$ cat src/swr_pkg.sv
// ----------------------------------------------------------------------------
// swr_pkg: shared types and constants for the sampling block
// Widths, status and request codes, channel payloads and sequencer states.
// ----------------------------------------------------------------------------
package swr_pkg;

    localparam int MAX_COUNT  = 1024;
    localparam int VALUE_BITS = 16;
    localparam int BOUND_W    = 16;
    localparam int RND_W      = 31;
    localparam int CNT_W      = $clog2(MAX_COUNT + 1);
    localparam int ADDR_W     = $clog2(MAX_COUNT);
    localparam int CFG_IDX_W  = 1;
    localparam int CFG_DATA_W = BOUND_W;

    localparam logic [CFG_IDX_W-1:0] CFG_LOW  = 1'b0;
    localparam logic [CFG_IDX_W-1:0] CFG_HIGH = 1'b1;

    typedef enum logic {
        REQ_START = 1'b0,
        REQ_DRAW  = 1'b1
    } swr_req_kind_t;

    typedef enum logic [1:0] {
        ST_OK    = 2'd0,
        ST_EMPTY = 2'd1,
        ST_BAD   = 2'd2
    } swr_status_t;

    typedef struct packed {
        swr_req_kind_t    req_type;
        logic [RND_W-1:0] random_word;
        logic             last_draw;
    } swr_req_t;

    typedef struct packed {
        logic [VALUE_BITS-1:0] drawn_value;
        swr_status_t           status;
        logic [CNT_W-1:0]      remaining_count;
    } swr_rsp_t;

    typedef struct packed {
        logic              done;
        logic [ADDR_W-1:0] remainder;
    } swr_mod_res_t;

    typedef enum logic [2:0] {
        S_IDLE,
        S_FILL,
        S_MOD,
        S_READ,
        S_TAKE,
        S_SH_RD,
        S_SH_WR,
        S_RESP
    } swr_state_t;

endpackage

$ cat src/swr_mod_unit.sv
// ----------------------------------------------------------------------------
// swr_mod_unit: iterative modulo unit
// Restoring remainder, one dividend bit per cycle.
// ----------------------------------------------------------------------------
module swr_mod_unit
    import swr_pkg::*;
(
    input  logic             clk,
    input  logic             rst_n,
    input  logic             start,
    input  logic [RND_W-1:0] dividend,
    input  logic [CNT_W-1:0] divisor,
    output swr_mod_res_t     res
);
    localparam int TRIAL_W = ADDR_W + 1;
    localparam int ITER_W  = $clog2(RND_W + 1);

    logic                busy_reg, busy_next;
    logic                done_reg, done_next;
    logic [ITER_W-1:0]   iter_reg, iter_next;
    logic [RND_W-1:0]    dvd_reg, dvd_next;
    logic [ADDR_W-1:0]   rem_reg, rem_next;
    logic [CNT_W-1:0]    dsr_reg, dsr_next;
    logic [TRIAL_W-1:0]  trial;
    logic [TRIAL_W-1:0]  dsr_ext;

    assign dsr_ext = TRIAL_W'(dsr_reg);
    assign trial   = {rem_reg, dvd_reg[RND_W-1]};

    always_comb
    begin
        busy_next = busy_reg;
        done_next = 1'b0;
        iter_next = iter_reg;
        dvd_next  = dvd_reg;
        rem_next  = rem_reg;
        dsr_next  = dsr_reg;
        if (start)
        begin
            busy_next = 1'b1;
            iter_next = ITER_W'(RND_W);
            dvd_next  = dividend;
            rem_next  = '0;
            dsr_next  = divisor;
        end
        else if (busy_reg)
        begin
            // shift in the next dividend bit, subtract when it fits
            dvd_next = {dvd_reg[RND_W-2:0], 1'b0};
            if (trial >= dsr_ext)
            begin
                rem_next = ADDR_W'(trial - dsr_ext);
            end
            else
            begin
                rem_next = ADDR_W'(trial);
            end
            iter_next = iter_reg - 1'b1;
            if (iter_reg == ITER_W'(1))
            begin
                busy_next = 1'b0;
                done_next = 1'b1;
            end
        end
    end

    always_ff @(posedge clk or negedge rst_n)
    begin
        if (!rst_n)
        begin
            busy_reg <= 1'b0;
            done_reg <= 1'b0;
            iter_reg <= '0;
        end
        else
        begin
            busy_reg <= busy_next;
            done_reg <= done_next;
            iter_reg <= iter_next;
        end
    end

    always_ff @(posedge clk)
    begin
        dvd_reg <= dvd_next;
        rem_reg <= rem_next;
        dsr_reg <= dsr_next;
    end

    assign res.done      = done_reg;
    assign res.remainder = rem_reg;
endmodule

$ cat config.mk
export PLATFORM = sky130hd
export DESIGN_NAME = swr_mod_unit
export DESIGN_NICKNAME = d
export VERILOG_FILES = /design/src/swr_pkg.sv /design/src/swr_mod_unit.sv
export SDC_FILE = /design/constraint.sdc
export NUM_CORES = 1
export LEC_CHECK = 0
export ABC_AREA = 1
export CORE_UTILIZATION = 60
export CTS_BUF_LIST = sky130_fd_sc_hd__clkbuf_4
export DETAILED_ROUTE_END_ITERATION = 7
export DONT_BUFFER_PORTS = 1
export GPL_ROUTABILITY_DRIVEN = 0
export HOLD_SLACK_MARGIN = 0.05
export PLACE_DENSITY = 0.75
export SYNTH_ARGS = -nofsm -noshare
export SYNTH_HDL_FRONTEND = slang
export SYNTH_SLANG_ARGS = --single-unit
$ cat constraint.sdc
create_clock -name clk -period 2.3 [get_ports clk]
set_input_delay 0.115 -clock clk [delete_from_list [all_inputs] [get_ports clk]]
set_output_delay 0.115 -clock clk [all_outputs]
set_load 0.02 [all_outputs]
==> impl_metrics.toml, run 1 <==
[status]
status = "finished, final reports clean"

[finish]
syn2layout_area_growth_pct = 22.8
multi_input_area_mm2 = 0.00122
final_nets = 481
final_common_cell = "nand2_1"
drive_above_1_share = 0.101
fill_cells = 325
largest_reg_flops = 31
regArea_mm2 = 0.00164
design_area_mm2 = 0.00379
n_antenna_cell = 0
layout_common_cells = "nand2_1, dlygate4sd3_1, inv_1"

[sta]
hold_slack_ns = 0.0895
slew_viol_final = 0
max_freq_ghz = 0.498
setup_viol = 0
finalSetupTns_ns = 0
fin_crit_sh = 0.873
period_minus_slack_ns = 2.01
worst_pin_slew_ns = 0.861
rsz0062_at_grt = "false"
slew_headroom = 0.425
worst_clock_skew_ns = 0.0109
finalHoldViolCount = 0

[synthesis]
synth_area_mm2 = 0.00309
yosys_warnings = 0
synth_cell_types = 29
synth_nets = 422
synthCells = 363
ys_top_cells_by_area = "edfxtp_1, nand2_1, dfxtp_1"
yosysSeqAreaShare = 0.530
syn_avg_cell_area_um2 = 8.50
yosys_register_bits = 59
yosysTopAreaCell = "edfxtp_1"
synth_top_area_frac = 0.409

[setup_path]
crit_slowest_cell = "ha_1"
timing.rr.start = "rem_reg[3]"
rrSetupSlack_ns = 0.29
worst_ep_required_time_ns = 2.63
crit_arrival_ns = 2.34
crit_type = "register to register"
worstReg2RegEnd = "rem_reg[7]"
crit_chain = "ha_1, nand2_1, nand2_1, a21oi_1, nand2_2, nand2_2, nand2_2, nand2_1, nand3_1, o21ai_0"
crit_fanout = 12
cpPeakStageDelay_ns = 0.39
worst_setup_path_end_kind = "register"
critPathLaunchType = "register"
rr_worst_depth = 10

[die]
die_w_um = 73.7
ioPinCount = 56
die_height_um = 73.7
core_mm2 = 0.00485
dieArea_mm2 = 0.00544
row_count = 25
initial_core_util = 0.637

[power_and_ir_drop]
peakVddDrop_uv = 424
seqPwrFrac = 0.485
cellPowerDensity_mw_per_mm2 = 708
leakagePower_nw = 1.90
p_sw_frac = 0.322
power.clock.fraction = 0.231
combPwrFrac = 0.284
p_sw_mw = 0.863
p_total_mw = 2.68
internal_power_mw = 1.82

[global_routing]
grt_use_total = 0.277
grt_start_max_net_pins = 48
first_global_vias = 2396
grt_pass1_wl_um = 10700
grt_overflow = 0
antenna_found_initial = 0

[cts]
ctsRootBufferMaster = "clkbuf_4"
cts_buffers = 9
cts_tree = "done"
clk_pin_slew_ns = 0.10
htree_levels = 3
cts_resized = 0
clock_latency_ns = 0.40
clock-sinks = 59
clock_path_buffers = 2

[hold_path]
min_path_cells = 3
min_to = "rem_reg[1]"
hp-class = "input port to register"
hp-start = "start"

[job]
maxCapViolations = 0

[detailed_routing]
drtIter0Drc = 157
first_pass_iters = 5
drc = 0
num_vias = 2533
via_per_inst = 5.13
wl_per_cell_um = 13.8
ant_nets = 0
wl_um = 6810

[placement]
place_area_mm2 = 0.00320
numPortBuffers = 0
hpwl_um = 4090
layout make-up:
type | instances | area share
Clock buffer | 12 | 0.0238
Clock inverter | 4 | 0.00495
Inverter | 44 | 0.0436
Multi-Input combinational cell | 249 | 0.323
Sequential cell | 59 | 0.432
Tap cell | 67 | 0.0221
Timing Repair Buffer | 59 | 0.151
per-stage QoR:
| step | util | cells | setup slack (ns) |
|---|---|---|---|
| finish | 0.782 | 494 | 0.292 |
| global route | 0.782 | 494 | 0.0858 |
| CTS | 0.782 | 494 | 0.324 |
| detailed placement | 0.660 | 431 | 0.326 |
| global placement | 0.660 | 431 | 0.407 |
| floorplan | - | 363 | 0.529 |
worst max-delay path, delay by kind of cell (launching register included):
| family | cells | cell delay, ns |
|---|---|---|
| AOI/OAI and AO/OA | 2 | 0.32 |
| adders and majority gates | 1 | 0.39 |
| DFF | 1 | 0.35 |
| and+or+nand+nor | 7 | 0.88 |
logic make-up after synthesis:
kind of cell | Yosys count | share of synthesized area
DFF | 59 | 0.530
and+or+nand+nor | 213 | 0.294
xor gates and xnor gates | 3 | 0.00851
buffers and inverters | 55 | 0.0730
AOI/OAI and AO/OA | 19 | 0.0349
adders and majority gates | 14 | 0.0592
what timing repair did:
| item | in CTS | in global routing |
|---|---|---|
| hold buffers | 47 | 0 |
| setup buffers | 0 | 0 |
| hold endpoints to repair | 69 | 0 |
| endpoints found under the setup margin | 0 | 0 |
Yosys cell counts:
library cell,instances
o21ai_1,1
or2_0,1
and2_1,1
nand3_2,6
nand3_1,20
buf_1,2
inv_1,44
fa_1,1
dfrtp_1,7
a21oi_1,6
buf_4,3
o21ai_2,1
a22oi_1,1
nand4_1,1
a21o_1,1
ha_1,13
nand3b_1,5
nand2_1,153
buf_6,1
clkbuf_1,5
edfxtp_1,42
nor2_1,17
o21ai_0,8
a21oi_2,1
nor3_1,2
nor2_2,1
xnor2_1,3
dfxtp_1,10
nand2_2,6
how the worst max path moves through the flow:
stage,from,end
2_1_floorplan,rem_reg[1],rem_reg[0]
3_3_place_gp,dsr_ext[2],rem_reg[7]
3_5_place_dp,dsr_ext[2],rem_reg[2]
4_1_cts,dsr_ext[2],rem_reg[2]
5_1_grt,dsr_ext[2],rem_reg[7]
6_report,rem_reg[3],rem_reg[7]
power by group through the flow:
stage,combinational [mW],sequential (mW),clock (mW)
finish,0.762,1.30,0.619
global route,0.861,1.31,0.672
CTS,0.753,1.30,0.626
detailed placement,0.674,1.32,0
global placement,0.658,1.32,0
floorplan,0.474,1.36,0
per-layer routing:
layer | GRT usage | up-vias | wire (µm)
li1 | - | 1271 | -
met1 | 0.321 | 1149 | 2750
met2 | 0.475 | 96 | 3500
met3 | 0.0604 | 17 | 379
met4 | 0.158 | 0 | 181
met5 | 0 | - | 0
No activity file was read; power rests on OpenSTA's default activity.
==> run 2: changes to the inputs <==
Settings changed: RECOVER_POWER set to 100.
==> run 2 against run 1 <==
Global-route usage stayed put. Hold slack worse by 0.0056 ns. Final area is 1.4% lower. Critical endpoint is now dvd_reg[15]. First-iteration DRC count is 13% higher. Highest routed layer unchanged. Core utilization is 1.1 points lower. Register-to-register slack better by 0.02 ns. Clock skew is 0.00085 ns lower. Sequential power hardly changed. Critical path type is now input port to register. Non-clock buffer count stayed put. Critical path depth is 4 lower.
==> impl_metrics.toml, run 2 (same netlist as run 1, synthesis figures left out) <==
[status]
status = "finished, final reports clean"

[detailed_routing]
num_vias = 2546
drtIter0Drc = 177
first_pass_iters = 5
wl_per_cell_um = 13.9
ant_nets = 0
wl_um = 6850
via_per_inst = 5.15
wl_met2_um = 3490
wl_met3_um = 392
drc = 0
top_layer = "met4"
wl_met1_um = 2770

[setup_path]
crit_arrival_ns = 2.20
timing.rr.start = "rem_reg[3]"
worstReg2RegEnd = "rem_reg[7]"
rrSetupSlack_ns = 0.31
crit_fanout = 47
crit_chain = "dlygate4sd3_1, clkbuf_2, nor2_1, buf_4, inv_1, clkbuf_4"
critPathLaunchType = "input port"
rr_worst_depth = 10
cpPeakStageDelay_ns = 0.75
worst_ep_required_time_ns = 2.36
endpoint = "dvd_reg[15]"
worst_setup_path_end_kind = "register"
crit_type = "input port to register"
crit_slowest_cell = "clkbuf_2"
crit_start = "start"

[die]
initial_core_util = 0.637
ioPinCount = 56
die_w_um = 73.7
dieArea_mm2 = 0.00544
die_height_um = 73.7
core_mm2 = 0.00485
row_count = 25

[finish]
n_antenna_cell = 0
drive_above_1_share = 0.0773
final_nets = 481
largest_reg_flops = 31
layout_common_cells = "nand2_1, dlygate4sd3_1, inv_1"
syn2layout_area_growth_pct = 21.1
final_common_cell = "nand2_1"
fill_cells = 338
regArea_mm2 = 0.00164
multi_input_area_mm2 = 0.00122

[sta]
worst_pin_slew_ns = 0.976
hold_slack_ns = 0.0839
max_freq_ghz = 0.468
setup_ws_ns = 0.162
slew_headroom = 0.350
finalHoldViolCount = 0
fin_crit_sh = 0.930
slew_viol_final = 0
period_minus_slack_ns = 2.14
finalSetupTns_ns = 0
rsz0062_at_grt = "false"
setup_viol = 0
worst_clock_skew_ns = 0.0100

[cts]
cts_tree = "done"
cts_buffers = 9
postCtsHoldBufs = 47
ctsRootBufferMaster = "clkbuf_4"
htree_levels = 3
cts_resized = 0
clock_path_buffers = 2
clock-sinks = 59
clock_latency_ns = 0.41
clk_pin_slew_ns = 0.09
post-cts-setup-buffer-count = 0

[placement]
hpwl_um = 4090
post-place-ws_ns = 0.326
numPortBuffers = 0

[global_routing]
grt_pass1_wl_um = 10700
grt_use_total = 0.277
grt_overflow = 0
first_global_vias = 2396
grt_start_max_net_pins = 48
antenna_found_initial = 0

[power_and_ir_drop]
leakagePower_nw = 1.85
cellPowerDensity_mw_per_mm2 = 710
peakVddDrop_uv = 423

[job]
maxCapViolations = 0

[hold_path]
hp-class = "input port to register"
-- run 2: cell count changes in the layout (fill, tap and decap cells not counted), sizes merged --
cell	before	now
buf	13	2
clkbuf	12	23
-- run 2: worst min path at each step --
stage,slack [ns],cells after the start,endpoint,from
2_1_floorplan,-0.18,0,busy_reg,rst_n
3_3_place_gp,-0.18,0,iter_reg[4],rst_n
3_5_place_dp,-0.18,0,iter_reg[3],rst_n
4_1_cts,0.07,3,rem_reg[1],start
5_1_grt,0.09,3,rem_reg[1],start
6_report,0.08,3,rem_reg[1],start
-- run 2: report_power, final --
group          internal, mW  switching, mW  leakage [nW]  total [mW]
clock network         0.250          0.372        0.0685       0.623
registers              1.25         0.0506         0.601        1.30
logic                 0.288          0.441          1.18       0.729
total                  1.79          0.864          1.85        2.65
-- run 2: cell type report --
cell class              count  area share
clock buffers              12      0.0241
clock inverters             4     0.00502
inverters                  44      0.0442
multi-input cells         249       0.327
flip-flops and latches     59       0.438
well taps                  67      0.0224
repair buffers             59       0.140
-- run 2: critical path: cells and delay by family --
kind / cells / cell delay, ns
buf+inv: 5 / 2.00
simple gates: 1 / 0.07
-- run 2: stage by stage --
| step | util | power (mW) | area (µm²) | cells |
|---|---|---|---|---|
| floorplan | - | 1.84 | 3090 | 363 |
| global placement | 0.660 | 1.98 | 3200 | 431 |
| detailed placement | 0.660 | 2.00 | 3200 | 431 |
| CTS | 0.782 | 2.68 | 3790 | 494 |
| global route | 0.771 | 2.81 | 3740 | 494 |
| finish | 0.771 | 2.65 | 3740 | 494 |
-- run 2: layer usage --
metal / up-vias / GRT usage
met2: 89 / 0.475
li1: 1271 / -
met5: - / 0
met4: 0 / 0.158
met3: 24 / 0.0604
met1: 1162 / 0.321
